### config.mk
export PLATFORM = sky130hd
export DESIGN_NAME = four_channel_sound_generator
export DESIGN_NICKNAME = d
export VERILOG_FILES = /design/src/apu_pkg.sv /design/src/apu_mirror.sv /design/src/apu_mix.sv /design/src/apu_core.sv /design/src/four_channel_sound_generator.sv
export SDC_FILE = /design/constraint.sdc
export NUM_CORES = 2
export LEC_CHECK = 0
export BUFFER_PORTS_ARGS = -buffer_cell sky130_fd_sc_hd__buf_2
export CELL_PAD_IN_SITES_DETAIL_PLACEMENT = 1
export CELL_PAD_IN_SITES_GLOBAL_PLACEMENT = 1
export CORE_MARGIN = 3
export CORE_UTILIZATION = 46
export DETAILED_ROUTE_END_ITERATION = 10
export PLACE_DENSITY = 0.84
export RECOVER_POWER = 50
export SLEW_MARGIN = 0
export SYNTH_ARGS = -nofsm -noshare
export SYNTH_HDL_FRONTEND = slang
export SYNTH_SLANG_ARGS = --single-unit
### constraint.sdc
create_clock -name clk_i -period 25.3 [get_ports clk_i]
set_input_delay 3.795 -clock clk_i [delete_from_list [all_inputs] [get_ports clk_i]]
set_output_delay 3.795 -clock clk_i [all_outputs]
set_load 0.02 [all_outputs]
### src/apu_pkg.sv
package apu_pkg;

  localparam int unsigned FRAME_PERIOD = 8192;
  localparam int unsigned FRAME_W      = $clog2(FRAME_PERIOD + 1);

  localparam int unsigned MIR_DEPTH = 48;
  localparam int unsigned MIR_AW    = 6;
  localparam int unsigned CD_W      = 22;
  localparam int unsigned CPS_W     = 12;
  localparam logic [CPS_W-1:0] CPS_RESET = 12'd95;

  typedef enum logic [1:0] {
    OP_TICK  = 2'd0,
    OP_WRITE = 2'd1,
    OP_READ  = 2'd2
  } opcode_e;

  localparam logic [5:0] REG_NR10 = 6'h10;
  localparam logic [5:0] REG_NR11 = 6'h11;
  localparam logic [5:0] REG_NR12 = 6'h12;
  localparam logic [5:0] REG_NR13 = 6'h13;
  localparam logic [5:0] REG_NR14 = 6'h14;
  localparam logic [5:0] REG_NR21 = 6'h16;
  localparam logic [5:0] REG_NR22 = 6'h17;
  localparam logic [5:0] REG_NR23 = 6'h18;
  localparam logic [5:0] REG_NR24 = 6'h19;
  localparam logic [5:0] REG_NR30 = 6'h1A;
  localparam logic [5:0] REG_NR31 = 6'h1B;
  localparam logic [5:0] REG_NR32 = 6'h1C;
  localparam logic [5:0] REG_NR33 = 6'h1D;
  localparam logic [5:0] REG_NR34 = 6'h1E;
  localparam logic [5:0] REG_NR41 = 6'h20;
  localparam logic [5:0] REG_NR42 = 6'h21;
  localparam logic [5:0] REG_NR43 = 6'h22;
  localparam logic [5:0] REG_NR44 = 6'h23;
  localparam logic [5:0] REG_NR50 = 6'h24;
  localparam logic [5:0] REG_NR51 = 6'h25;
  localparam logic [5:0] REG_NR52 = 6'h26;
  localparam logic [5:0] REG_WAVE = 6'h30;

  localparam logic [7:0] DUTY_TABLE [4] = '{8'h01, 8'h03, 8'h0F, 8'hFC};

  typedef struct packed {
    logic              we;
    logic [MIR_AW-1:0] idx;
    logic [7:0]        data;
  } mir_wr_t;

  typedef struct packed {
    logic        vld;
    logic        kind;
    logic [15:0] left;
    logic [15:0] right;
    logic [7:0]  data;
  } res_t;

  typedef struct packed {
    logic [3:0]      act;
    logic [3:0][3:0] loud;
    logic [1:0]      sq_bit;
    logic [3:0]      wave_val;
    logic            nz_bit;
    logic [7:0]      pan;
    logic [2:0]      mvl;
    logic [2:0]      mvr;
  } mix_in_t;

endpackage

### src/apu_mirror.sv
module apu_mirror import apu_pkg::*; (
  input  logic              clk_i,
  input  logic              rst_ni,
  input  mir_wr_t           wr_i,
  input  logic              rd_en_i,
  input  logic [MIR_AW-1:0] rd_idx_i,
  output logic [7:0]        rd_data_o
);

  logic [7:0] mem [MIR_DEPTH];
  logic [MIR_DEPTH-1:0] vld_q;
  logic [7:0] rd_q;
  logic rd_ok;

  assign rd_ok = rd_idx_i < MIR_AW'(MIR_DEPTH);

  always_ff @(posedge clk_i) begin
    if (wr_i.we) begin
      mem[wr_i.idx] <= wr_i.data;
    end
  end

  always_ff @(posedge clk_i or negedge rst_ni) begin
    if (!rst_ni) begin
      vld_q <= '0;
    end else if (wr_i.we) begin
      vld_q[wr_i.idx] <= 1'b1;
    end
  end

  // write-through so a read right behind a write sees the new byte
  always_ff @(posedge clk_i) begin
    if (rd_en_i) begin
      if (wr_i.we && wr_i.idx == rd_idx_i) begin
        rd_q <= wr_i.data;
      end else if (rd_ok && vld_q[rd_idx_i]) begin
        rd_q <= mem[rd_idx_i];
      end else begin
        rd_q <= '0;
      end
    end
  end

  assign rd_data_o = rd_q;

endmodule

### src/apu_mix.sv
module apu_mix import apu_pkg::*; (
  input  mix_in_t     mix_i,
  output logic [15:0] left_o,
  output logic [15:0] right_o
);

  logic signed [5:0]  s [4];
  logic signed [7:0]  sum_l, sum_r;
  logic        [8:0]  gain_l, gain_r;
  logic signed [16:0] prod_l, prod_r;

  always_comb begin
    s[0] = mix_i.sq_bit[0] ? 6'(mix_i.loud[0]) : -6'(mix_i.loud[0]);
    s[1] = mix_i.sq_bit[1] ? 6'(mix_i.loud[1]) : -6'(mix_i.loud[1]);
    s[2] = 6'(mix_i.wave_val);
    s[3] = mix_i.nz_bit ? -6'(mix_i.loud[3]) : 6'(mix_i.loud[3]);
    sum_l = '0;
    sum_r = '0;
    for (int c = 0; c < 4; c++) begin
      if (mix_i.act[c] && mix_i.pan[4+c]) sum_l = sum_l + 8'(s[c]);
      if (mix_i.act[c] && mix_i.pan[c])   sum_r = sum_r + 8'(s[c]);
    end
    gain_l = {4'(mix_i.mvl) + 4'd1, 5'b0};
    gain_r = {4'(mix_i.mvr) + 4'd1, 5'b0};
    prod_l = 17'(sum_l) * signed'({8'b0, gain_l});
    prod_r = 17'(sum_r) * signed'({8'b0, gain_r});
  end

  // |sum| <= 60 and gain <= 256, so the product always fits 16 bits
  assign left_o  = prod_l[15:0];
  assign right_o = prod_r[15:0];

endmodule

### src/apu_core.sv
module apu_core import apu_pkg::*; (
  input  logic             clk_i,
  input  logic             rst_ni,
  input  logic             fire_i,
  input  logic [1:0]       op_i,
  input  logic [5:0]       off_i,
  input  logic [7:0]       data_i,
  input  logic [7:0]       mir_data_i,
  input  logic [CPS_W-1:0] cps_i,
  output mir_wr_t          mir_wr_o,
  output res_t             res_o
);

  logic [FRAME_W-1:0] frame_cnt_q, frame_cnt_d, fc_inc;
  logic [2:0]  fstep_q, fstep_d;
  logic [CPS_W-1:0] smp_cnt_q, smp_cnt_d;
  logic [CPS_W:0] smp_inc;
  logic        master_on_q, master_on_d;
  logic [2:0]  mvl_q, mvl_d, mvr_q, mvr_d;
  logic [7:0]  pan_q, pan_d;
  logic [3:0]  on_q, on_d;
  logic [3:0]  len_en_q, len_en_d;
  logic [10:0] per_q [3];
  logic [10:0] per_d [3];
  logic [CD_W-1:0] cd_q [4];
  logic [CD_W-1:0] cd_d [4];
  logic [8:0]  len_q [4];
  logic [8:0]  len_d [4];
  logic [3:0]  loud_q [4];
  logic [3:0]  loud_d [4];
  logic        env_inc_q [3];
  logic        env_inc_d [3];
  logic [2:0]  env_per_q [3];
  logic [2:0]  env_per_d [3];
  logic [2:0]  env_tmr_q [3];
  logic [2:0]  env_tmr_d [3];
  logic [3:0]  env_hi_q [3];
  logic [3:0]  env_hi_d [3];
  logic [1:0]  duty_q [2];
  logic [1:0]  duty_d [2];
  logic [2:0]  dpos_q [2];
  logic [2:0]  dpos_d [2];
  logic [2:0]  sw_per_q, sw_per_d, sw_shift_q, sw_shift_d;
  logic        sw_neg_q, sw_neg_d;
  logic [3:0]  sw_tmr_q, sw_tmr_d;
  logic [10:0] sw_shadow_q, sw_shadow_d;
  logic        wv_dac_q, wv_dac_d;
  logic [4:0]  wv_pos_q, wv_pos_d;
  logic [7:0]  wram_q [16];
  logic [7:0]  wram_d [16];
  logic [14:0] nz_lfsr_q, nz_lfsr_d;
  logic [3:0]  nz_shift_q, nz_shift_d;
  logic        nz_wid_q, nz_wid_d;
  logic [2:0]  nz_div_q, nz_div_d;

  logic [10:0] delta;
  logic [11:0] nf;
  logic        fb;
  logic [7:0]  wbyte;
  logic [3:0]  nib;
  logic [1:0]  wcode;
  logic [1:0]  ec;
  mix_in_t     mix;
  logic [15:0] mix_l, mix_r;

  function automatic logic [CD_W-1:0] nz_reload(logic [2:0] div, logic [3:0] sh);
    logic [6:0] base;
    base = (div == 3'd0) ? 7'd8 : {div, 4'b0};
    return CD_W'(base) << sh;
  endfunction

  function automatic logic [CD_W-1:0] sq_reload(logic [10:0] per);
    return CD_W'({12'h800 - {1'b0, per}, 2'b0});
  endfunction

  function automatic logic [CD_W-1:0] wv_reload(logic [10:0] per);
    return CD_W'({12'h800 - {1'b0, per}, 1'b0});
  endfunction

  always_comb begin
    frame_cnt_d = frame_cnt_q;
    fstep_d     = fstep_q;
    smp_cnt_d   = smp_cnt_q;
    master_on_d = master_on_q;
    mvl_d = mvl_q;
    mvr_d = mvr_q;
    pan_d = pan_q;
    on_d  = on_q;
    len_en_d = len_en_q;
    per_d = per_q;
    cd_d  = cd_q;
    len_d = len_q;
    loud_d = loud_q;
    env_inc_d = env_inc_q;
    env_per_d = env_per_q;
    env_tmr_d = env_tmr_q;
    env_hi_d  = env_hi_q;
    duty_d = duty_q;
    dpos_d = dpos_q;
    sw_per_d = sw_per_q;
    sw_shift_d = sw_shift_q;
    sw_neg_d = sw_neg_q;
    sw_tmr_d = sw_tmr_q;
    sw_shadow_d = sw_shadow_q;
    wv_dac_d = wv_dac_q;
    wv_pos_d = wv_pos_q;
    wram_d = wram_q;
    nz_lfsr_d = nz_lfsr_q;
    nz_shift_d = nz_shift_q;
    nz_wid_d = nz_wid_q;
    nz_div_d = nz_div_q;
    fc_inc  = frame_cnt_q + 1'b1;
    smp_inc = {1'b0, smp_cnt_q} + 1'b1;
    delta = '0;
    nf = '0;
    fb = 1'b0;
    ec = '0;
    mir_wr_o = '0;
    res_o = '0;

    if (fire_i) begin
      case (opcode_e'(op_i))
        OP_WRITE: begin
          if (off_i >= REG_NR10) begin
            mir_wr_o.we   = 1'b1;
            mir_wr_o.idx  = off_i - REG_NR10;
            mir_wr_o.data = data_i;
          end
          if (off_i >= REG_WAVE) begin
            wram_d[off_i[3:0]] = data_i;
          end
          case (off_i)
            REG_NR10: begin
              sw_per_d   = data_i[6:4];
              sw_neg_d   = data_i[3];
              sw_shift_d = data_i[2:0];
            end
            REG_NR11: begin
              duty_d[0] = data_i[7:6];
              len_d[0]  = 9'd64 - 9'(data_i[5:0]);
            end
            REG_NR21: begin
              duty_d[1] = data_i[7:6];
              len_d[1]  = 9'd64 - 9'(data_i[5:0]);
            end
            REG_NR12, REG_NR22, REG_NR42: begin
              ec = (off_i == REG_NR12) ? 2'd0 : (off_i == REG_NR22) ? 2'd1 : 2'd2;
              loud_d[(ec == 2'd2) ? 3 : ec] = data_i[7:4];
              env_hi_d[ec]  = data_i[7:4];
              env_inc_d[ec] = data_i[3];
              env_per_d[ec] = data_i[2:0];
              env_tmr_d[ec] = data_i[2:0];
              if (data_i[7:3] == 5'd0) on_d[(ec == 2'd2) ? 3 : ec] = 1'b0;
            end
            REG_NR13: per_d[0] = {per_q[0][10:8], data_i};
            REG_NR23: per_d[1] = {per_q[1][10:8], data_i};
            REG_NR33: per_d[2] = {per_q[2][10:8], data_i};
            REG_NR14: begin
              len_en_d[0] = data_i[6];
              per_d[0] = {data_i[2:0], per_q[0][7:0]};
              if (data_i[7]) begin
                on_d[0] = 1'b1;
                if (len_q[0] == 9'd0) len_d[0] = 9'd64;
                cd_d[0] = sq_reload(per_d[0]);
                env_tmr_d[0] = env_per_q[0];
                loud_d[0] = env_hi_q[0];
                sw_shadow_d = per_d[0];
                sw_tmr_d = (sw_per_q != 3'd0) ? 4'(sw_per_q) : 4'd8;
              end
            end
            REG_NR24: begin
              len_en_d[1] = data_i[6];
              per_d[1] = {data_i[2:0], per_q[1][7:0]};
              if (data_i[7]) begin
                on_d[1] = 1'b1;
                if (len_q[1] == 9'd0) len_d[1] = 9'd64;
                cd_d[1] = sq_reload(per_d[1]);
                env_tmr_d[1] = env_per_q[1];
                loud_d[1] = env_hi_q[1];
              end
            end
            REG_NR30: begin
              wv_dac_d = data_i[7];
              if (!data_i[7]) on_d[2] = 1'b0;
            end
            REG_NR31: len_d[2] = 9'd256 - 9'(data_i);
            REG_NR32: loud_d[2] = 4'(data_i[6:5]);
            REG_NR34: begin
              len_en_d[2] = data_i[6];
              per_d[2] = {data_i[2:0], per_q[2][7:0]};
              if (data_i[7]) begin
                on_d[2] = 1'b1;
                if (len_q[2] == 9'd0) len_d[2] = 9'd256;
                cd_d[2] = wv_reload(per_d[2]);
                wv_pos_d = '0;
              end
            end
            REG_NR41: len_d[3] = 9'd64 - 9'(data_i[5:0]);
            REG_NR43: begin
              nz_shift_d = data_i[7:4];
              nz_wid_d   = data_i[3];
              nz_div_d   = data_i[2:0];
            end
            REG_NR44: begin
              len_en_d[3] = data_i[6];
              if (data_i[7]) begin
                on_d[3] = 1'b1;
                if (len_q[3] == 9'd0) len_d[3] = 9'd64;
                cd_d[3] = nz_reload(nz_div_q, nz_shift_q);
                env_tmr_d[2] = env_per_q[2];
                loud_d[3] = env_hi_q[2];
                nz_lfsr_d = 15'h7FFF;
              end
            end
            REG_NR50: begin
              mvl_d = data_i[6:4];
              mvr_d = data_i[2:0];
            end
            REG_NR51: pan_d = data_i;
            REG_NR52: begin
              master_on_d = data_i[7];
              if (!data_i[7]) on_d = '0;
            end
            default: ;
          endcase
        end
        OP_READ: begin
          res_o.vld  = 1'b1;
          res_o.kind = 1'b1;
          if (off_i == REG_NR52) begin
            res_o.data = {master_on_q, 3'b111, on_q};
          end else if (off_i >= REG_NR10) begin
            res_o.data = mir_data_i;
          end
        end
        OP_TICK: begin
          if (master_on_q) begin
            // frame sequencer: length, sweep, envelope in that order
            if (fc_inc >= FRAME_W'(FRAME_PERIOD)) begin
              frame_cnt_d = '0;
              if (!fstep_q[0]) begin
                for (int c = 0; c < 4; c++) begin
                  if (len_q[c] != 9'd0 && len_en_q[c]) begin
                    len_d[c] = len_q[c] - 1'b1;
                    if (len_d[c] == 9'd0) on_d[c] = 1'b0;
                  end
                end
              end
              if ((fstep_q == 3'd2 || fstep_q == 3'd6) && sw_per_q != 3'd0) begin
                if (sw_tmr_q > 4'd1) begin
                  sw_tmr_d = sw_tmr_q - 1'b1;
                end else begin
                  sw_tmr_d = 4'(sw_per_q);
                  if (sw_shift_q != 3'd0) begin
                    delta = sw_shadow_q >> sw_shift_q;
                    nf = sw_neg_q ? {1'b0, sw_shadow_q} - {1'b0, delta}
                                  : {1'b0, sw_shadow_q} + {1'b0, delta};
                    if (nf[11]) begin
                      on_d[0] = 1'b0;
                    end else begin
                      per_d[0] = nf[10:0];
                      sw_shadow_d = nf[10:0];
                    end
                  end
                end
              end
              if (fstep_q == 3'd7) begin
                for (int e = 0; e < 3; e++) begin
                  if (env_per_q[e] != 3'd0) begin
                    if (env_tmr_q[e] > 3'd1) begin
                      env_tmr_d[e] = env_tmr_q[e] - 1'b1;
                    end else begin
                      env_tmr_d[e] = env_per_q[e];
                      if (env_inc_q[e] && loud_q[(e == 2) ? 3 : e] != 4'd15) begin
                        loud_d[(e == 2) ? 3 : e] = loud_q[(e == 2) ? 3 : e] + 1'b1;
                      end else if (!env_inc_q[e] && loud_q[(e == 2) ? 3 : e] != 4'd0) begin
                        loud_d[(e == 2) ? 3 : e] = loud_q[(e == 2) ? 3 : e] - 1'b1;
                      end
                    end
                  end
                end
              end
              fstep_d = fstep_q + 1'b1;
            end else begin
              frame_cnt_d = fc_inc;
            end

            for (int c = 0; c < 2; c++) begin
              if (on_d[c]) begin
                if (cd_q[c] <= CD_W'(1)) begin
                  cd_d[c] = sq_reload(per_d[c]);
                  dpos_d[c] = dpos_q[c] + 1'b1;
                end else begin
                  cd_d[c] = cd_q[c] - 1'b1;
                end
              end
            end
            if (on_d[2] && wv_dac_q) begin
              if (cd_q[2] <= CD_W'(1)) begin
                cd_d[2] = wv_reload(per_q[2]);
                wv_pos_d = wv_pos_q + 1'b1;
              end else begin
                cd_d[2] = cd_q[2] - 1'b1;
              end
            end
            if (on_d[3]) begin
              if (cd_q[3] <= CD_W'(1)) begin
                fb = nz_lfsr_q[0] ^ nz_lfsr_q[1];
                cd_d[3] = nz_reload(nz_div_q, nz_shift_q);
                nz_lfsr_d = {fb, nz_lfsr_q[14:1]};
                if (nz_wid_q) nz_lfsr_d[6] = fb;
              end else begin
                cd_d[3] = cd_q[3] - 1'b1;
              end
            end

            if (smp_inc >= {1'b0, cps_i}) begin
              smp_cnt_d   = '0;
              res_o.vld   = 1'b1;
              res_o.left  = mix_l;
              res_o.right = mix_r;
            end else begin
              smp_cnt_d = smp_inc[CPS_W-1:0];
            end
          end
        end
        default: ;
      endcase
    end
  end

  always_comb begin
    wbyte = wram_q[wv_pos_d[4:1]];
    nib   = wv_pos_d[0] ? wbyte[3:0] : wbyte[7:4];
    wcode = loud_d[2][1:0];
    mix.act       = {on_d[3], on_d[2] & wv_dac_q, on_d[1], on_d[0]};
    mix.loud      = {loud_d[3], loud_d[2], loud_d[1], loud_d[0]};
    mix.sq_bit[0] = DUTY_TABLE[duty_q[0]][dpos_d[0]];
    mix.sq_bit[1] = DUTY_TABLE[duty_q[1]][dpos_d[1]];
    mix.wave_val  = (wcode == 2'd0) ? 4'd0 : nib >> (wcode - 2'd1);
    mix.nz_bit    = nz_lfsr_d[0];
    mix.pan       = pan_q;
    mix.mvl       = mvl_q;
    mix.mvr       = mvr_q;
  end

  apu_mix u_mix (
    .mix_i  (mix),
    .left_o (mix_l),
    .right_o(mix_r)
  );

  always_ff @(posedge clk_i or negedge rst_ni) begin
    if (!rst_ni) begin
      frame_cnt_q <= '0;
      fstep_q     <= '0;
      smp_cnt_q   <= '0;
      master_on_q <= 1'b1;
      mvl_q       <= 3'd7;
      mvr_q       <= 3'd7;
      pan_q       <= 8'hFF;
      on_q        <= '0;
      len_en_q    <= '0;
      per_q       <= '{default: '0};
      cd_q        <= '{default: '0};
      len_q       <= '{default: '0};
      loud_q      <= '{default: '0};
      env_inc_q   <= '{default: '0};
      env_per_q   <= '{default: '0};
      env_tmr_q   <= '{default: '0};
      env_hi_q    <= '{default: '0};
      duty_q      <= '{default: '0};
      dpos_q      <= '{default: '0};
      sw_per_q    <= '0;
      sw_shift_q  <= '0;
      sw_neg_q    <= 1'b0;
      sw_tmr_q    <= '0;
      sw_shadow_q <= '0;
      wv_dac_q    <= 1'b0;
      wv_pos_q    <= '0;
      wram_q      <= '{default: '0};
      nz_lfsr_q   <= 15'h7FFF;
      nz_shift_q  <= '0;
      nz_wid_q    <= 1'b0;
      nz_div_q    <= '0;
    end else begin
      frame_cnt_q <= frame_cnt_d;
      fstep_q     <= fstep_d;
      smp_cnt_q   <= smp_cnt_d;
      master_on_q <= master_on_d;
      mvl_q       <= mvl_d;
      mvr_q       <= mvr_d;
      pan_q       <= pan_d;
      on_q        <= on_d;
      len_en_q    <= len_en_d;
      per_q       <= per_d;
      cd_q        <= cd_d;
      len_q       <= len_d;
      loud_q      <= loud_d;
      env_inc_q   <= env_inc_d;
      env_per_q   <= env_per_d;
      env_tmr_q   <= env_tmr_d;
      env_hi_q    <= env_hi_d;
      duty_q      <= duty_d;
      dpos_q      <= dpos_d;
      sw_per_q    <= sw_per_d;
      sw_shift_q  <= sw_shift_d;
      sw_neg_q    <= sw_neg_d;
      sw_tmr_q    <= sw_tmr_d;
      sw_shadow_q <= sw_shadow_d;
      wv_dac_q    <= wv_dac_d;
      wv_pos_q    <= wv_pos_d;
      wram_q      <= wram_d;
      nz_lfsr_q   <= nz_lfsr_d;
      nz_shift_q  <= nz_shift_d;
      nz_wid_q    <= nz_wid_d;
      nz_div_q    <= nz_div_d;
    end
  end

endmodule

### src/four_channel_sound_generator.sv
// Four-channel sound unit (two squares, one with sweep, a 32-nibble wave channel and an
// LFSR noise channel) driven by one transaction per clock: opcode 0 advances the unit by
// one tick, 1 writes a sound register at reg_offset, 2 reads one back. A transaction is
// taken every cycle while the result register drains; it is registered, then processed in
// one pass through the channel state into the result register. Reads return the status
// byte at 0x26, else the last byte written (0 below 0x10). A stereo sample comes out once
// per sample period, counted in ticks (APB offset 0, reset 95).
module four_channel_sound_generator import apu_pkg::*; (
  input  logic        clk_i,
  input  logic        rst_ni,
  input  logic        in_valid_i,
  output logic        in_ready_o,
  input  logic [1:0]  opcode_i,
  input  logic [5:0]  reg_offset_i,
  input  logic [7:0]  write_data_i,
  output logic        out_valid_o,
  input  logic        out_ready_i,
  output logic        result_kind_o,
  output logic [15:0] left_sample_o,
  output logic [15:0] right_sample_o,
  output logic [7:0]  read_data_o,
  input  logic        psel,
  input  logic        penable,
  input  logic        pwrite,
  input  logic [2:0]  paddr,
  input  logic [31:0] pwdata,
  output logic [31:0] prdata,
  output logic        pready
);

  logic             in_vld_q;
  logic [1:0]       op_q;
  logic [5:0]       off_q;
  logic [7:0]       dat_q;
  logic             out_vld_q;
  logic             kind_q;
  logic [15:0]      left_q, right_q;
  logic [7:0]       rdat_q;
  logic [CPS_W-1:0] cps_q;
  logic             fire, accept;
  logic [7:0]       mir_data;
  mir_wr_t          mir_wr;
  res_t             res;

  assign fire       = in_vld_q && (!out_vld_q || out_ready_i);
  assign in_ready_o = !in_vld_q || fire;
  assign accept     = in_valid_i && in_ready_o;

  assign pready = 1'b1;
  assign prdata = paddr[2] ? 32'd0 : 32'(cps_q);

  always_ff @(posedge clk_i or negedge rst_ni) begin
    if (!rst_ni) begin
      cps_q <= CPS_RESET;
    end else if (psel && penable && pwrite && !paddr[2]) begin
      cps_q <= pwdata[CPS_W-1:0];
    end
  end

  always_ff @(posedge clk_i or negedge rst_ni) begin
    if (!rst_ni) begin
      in_vld_q <= 1'b0;
    end else if (in_ready_o) begin
      in_vld_q <= in_valid_i;
    end
  end

  always_ff @(posedge clk_i) begin
    if (accept) begin
      op_q  <= opcode_i;
      off_q <= reg_offset_i;
      dat_q <= write_data_i;
    end
  end

  apu_mirror u_mirror (
    .clk_i    (clk_i),
    .rst_ni   (rst_ni),
    .wr_i     (mir_wr),
    .rd_en_i  (accept),
    .rd_idx_i (reg_offset_i - REG_NR10),
    .rd_data_o(mir_data)
  );

  apu_core u_core (
    .clk_i     (clk_i),
    .rst_ni    (rst_ni),
    .fire_i    (fire),
    .op_i      (op_q),
    .off_i     (off_q),
    .data_i    (dat_q),
    .mir_data_i(mir_data),
    .cps_i     (cps_q),
    .mir_wr_o  (mir_wr),
    .res_o     (res)
  );

  always_ff @(posedge clk_i or negedge rst_ni) begin
    if (!rst_ni) begin
      out_vld_q <= 1'b0;
    end else if (!out_vld_q || out_ready_i) begin
      out_vld_q <= fire && res.vld;
    end
  end

  always_ff @(posedge clk_i) begin
    if (fire && res.vld) begin
      kind_q  <= res.kind;
      left_q  <= res.left;
      right_q <= res.right;
      rdat_q  <= res.data;
    end
  end

  assign out_valid_o    = out_vld_q;
  assign result_kind_o  = kind_q;
  assign left_sample_o  = left_q;
  assign right_sample_o = right_q;
  assign read_data_o    = rdat_q;

endmodule

==> impl_metrics.json <==
{
  "wirelength_um": 158000,
  "h-tree-depth": 3,
  "cp_common_cell": "clkbuf_1",
  "hpwlAfterDp_um": 102000,
  "fin_crit_sh_pct": 56.9,
  "dp_slack_ns": 11.21,
  "core_um2": 110000,
  "setup_tns_ns": 0,
  "startpoint_type": "input port",
  "crit_chain": "clkbuf_1 -> clkbuf_1",
  "status": "finished with violations",
  "setup-violations-final": 0,
  "yosysWarnings": 0,
  "relSlewSlack_pct": -470,
  "layout_setup_ws_ns": 10.90,
  "critPathMaxFanout": 158,
  "initial_core_util_pct": 46.8,
  "cts_setup_buffers": 0,
  "finClkSkew_ns": 0.0612,
  "crit_arrival_ns": 13.05,
  "drtPass1Iterations": 6,
  "grtUsageTotal_pct": 27.0,
  "antenna_found_initial": 2,
  "fp-row-count": 121,
  "slew_violations": 830,
  "min_path_cells": 1,
  "port_buffers": 80,
  "critPathMaxStageDelay_ns": 6.14,
  "areaGrowthSynthToFinish_pct": 9.60,
  "grt_pass1_vias": 40600,
  "cts.sinks": 946,
  "clkSlewWorstSetupHoldPaths_ns": 0.06,
  "seq_area_um2": 25900,
  "routedWlPerCell_um": 25.4,
  "cts_hold_buf": 0,
  "drc": 0,
  "numCtsBuffers": 100,
  "power_density_nw_per_um2": 72.8,
  "end_kind": "asynchronous set/reset pin",
  "pin_count": 134,
  "die-area_um2": 116000,
  "power_frac_seq_pct": 44.8,
  "ant_nets": 0,
  "crit_required_ns": 23.95,
  "p_clk_share_pct": 37.5,
  "overflow": 0,
  "synth-edff-count": 439,
  "grt_max_degree": 159,
  "p_total_w": 0.00409,
  "cp_num_buf_inv": 2,
  "viasPerCell": 6.24,
  "fmax_mhz": 69.4,
  "ys_types": 106,
  "drive_gt1_share_pct": 14.5,
  "clockBufferDepth": 3,
  "seq_area_frac_synth_pct": 50.5,
  "maxCapViolations": 16,
  "fin_cells": 6225,
  "drtIter0Drc": 3612,
  "multi_input_area_um2": 23700,
  "r2r_cells": 52,
  "switching_share_pct": 30.1,
  "place_inst": 6036,
  "violations": "capacitance limit, slew limit",
  "finalCriticalPeriod_ns": 14.40,
  "critical-path-top-delay-family": "buffers and inverters",
  "p_leak_nw": 22.1,
  "synth_area_um2": 51300,
  "tritoncts": "done",
  "yosys_most_used_dff": "dfrtp_1",
  "cts_resized": 0,
  "crit_cells": 2,
  "num-fill-cells": 11600,
  "cpMaxStageDelayCell": "clkbuf_1",
  "worst_pin_slew_ns": 8.56,
  "rsz0062_at_grt": "false",
  "die_h_um": 340,
  "p_sw_w": 0.00123,
  "critPathKind": "in2async",
  "syn_area_per_cell_um2": 11.0,
  "dieWidth_um": 340,
  "hold_violations": 0,
  "vias": 38900,
  "ys_ff_latch": 946,
  "min-delay-path-class": "reg2reg",
  "cts-root-buf": "clkbuf_16",
  "timing.hold.ws_ns": 0.470,
  "p_int_w": 0.00286,
  "synthArstFlopShare_pct": 53.6,
  "grt_pass1_wl_um": 245000,
  "peakVddDrop_mv": 0.0636,
  "p_comb_share_pct": 17.7,
  "clk_latency_ns": 0.72,
  "synth_cells": 4665,
  "gp_congestion": 0.928,
  "nNetsFinal": 4908
}
[sequential cells by signal, indices dropped and copies added, names as in the netlist, 14 cells and up]
name                flops
u_core.cd_q            88
u_core.frame_cnt_q     14
u_core.len_q           36
u_core.loud_q          14
u_core.nz_lfsr_q       15
u_core.per_q           33
u_core.wram_q         128
u_mirror.mem          384
u_mirror.vld_q         48
[path summary, 6_finish.rpt]
path,slack (ns),start,to
min reg2reg,0.47,u_mirror.vld_q[1],u_mirror.vld_q[1]
max reg2reg,12.51,u_core.sw_shift_q[0],right_sample_o[15]
min in group asynchronous,4.46,rst_ni,u_mirror.vld_q[27]
min,0.47,u_mirror.vld_q[1],u_mirror.vld_q[1]
max,10.90,rst_ni,u_core.dpos_q[1]
max in group clk_i,11.00,out_ready_i,right_sample_o[15]
[placed cells by master, fill, tap and decap left out, types with 17 or more instances in the layout]
cell type  Yosys  layout
nor3_1       114     112
fa_1          35      35
nand4_1       32      32
a22o_1        19      19
buf_2         18      37
a21oi_1      231     231
mux4_2       141     141
ha_1         153     153
o22ai_1       29      29
dfrtp_1      471     471
o21a_1        21      21
o21ai_0      345     345
mux2_2       165     163
edfxtp_1     439     439
mux2i_1      103     102
nor2b_1       49      49
inv_1        176     176
dfstp_2       36      36
or4_1         17      17
and3_1        20      20
xor2_1        87      87
o31ai_1       26      26
nor2_1       398     393
clkbuf_1     199      98
o211ai_1      21      21
nand2b_1      52      52
a31oi_1       42      42
clkbuf_16      0     104
nand3_1      121     121
or2_2         66      65
clkbuf_8       0      18
a21o_1        42      42
or3_1         41      41
buf_4         36      41
nand2_1      484     484
conb_1         2      31
xnor2_1       98      98
a211oi_1      23      23
nor4_1        46      46
[stage by stage]
step	instance area [µm²]	utilization, %
floorplan	51400	-
global placement	53000	48.3
detailed placement	53000	48.3
CTS	56400	51.4
global route	56300	51.3
finish	56300	51.3
[power by group through the flow]
stage / sequential (W) / combinational [W] / clock [W]
2_1_floorplan: 0.00181 / 0.000543 / 0
3_3_place_gp: 0.00185 / 0.000680 / 0
3_5_place_dp: 0.00186 / 0.000715 / 0
4_1_cts: 0.00183 / 0.000725 / 0.00155
5_1_grt: 0.00185 / 0.000807 / 0.00162
6_report: 0.00183 / 0.000726 / 0.00153
[area by class of cell]
cell class                      count  area share, %
Timing Repair Buffer              145           1.34
Clock buffer                      154           5.28
Antenna cell                        2        0.00890
Multi-Input combinational cell   3287           42.0
Tap cell                         1476           3.28
Sequential cell                   946           46.1
Clock inverter                     33          0.772
Inverter                          182           1.22
[per-layer routing]
layer	global-route usage [%]	up-vias	share of wire (%)
li1	-	16900	-
met1	34.1	20000	39
met2	45.9	1598	49
met3	4.93	417	7.1
met4	11.1	0	4.5
met5	0	-	0
[Yosys cell counts (114+ instances only)]
cell type  count  area (µm²)
o21ai_0      345        1730
nor3_1       114         571
clkbuf_1     199         747
mux4_2       141        3180
nand3_1      121         606
edfxtp_1     439       13200
a21oi_1      231        1160
nor2_1       398        1490
inv_1        176         661
nand2_1      484        1820
ha_1         153        1910
mux2_2       165        1860
dfrtp_1      471       11800
[logic make-up after synthesis]
family | count (synthesis) | synth area share, %
flops | 946 | 50.5
mux | 410 | 11.9
fa+ha+maj | 188 | 5.09
buf+inv | 461 | 3.77
xor+xnor | 187 | 3.23
other cells | 2 | 0.0146
simple gates | 1531 | 14.2
compound gates | 940 | 11.3
No activity file was read; power rests on OpenSTA's default activity.
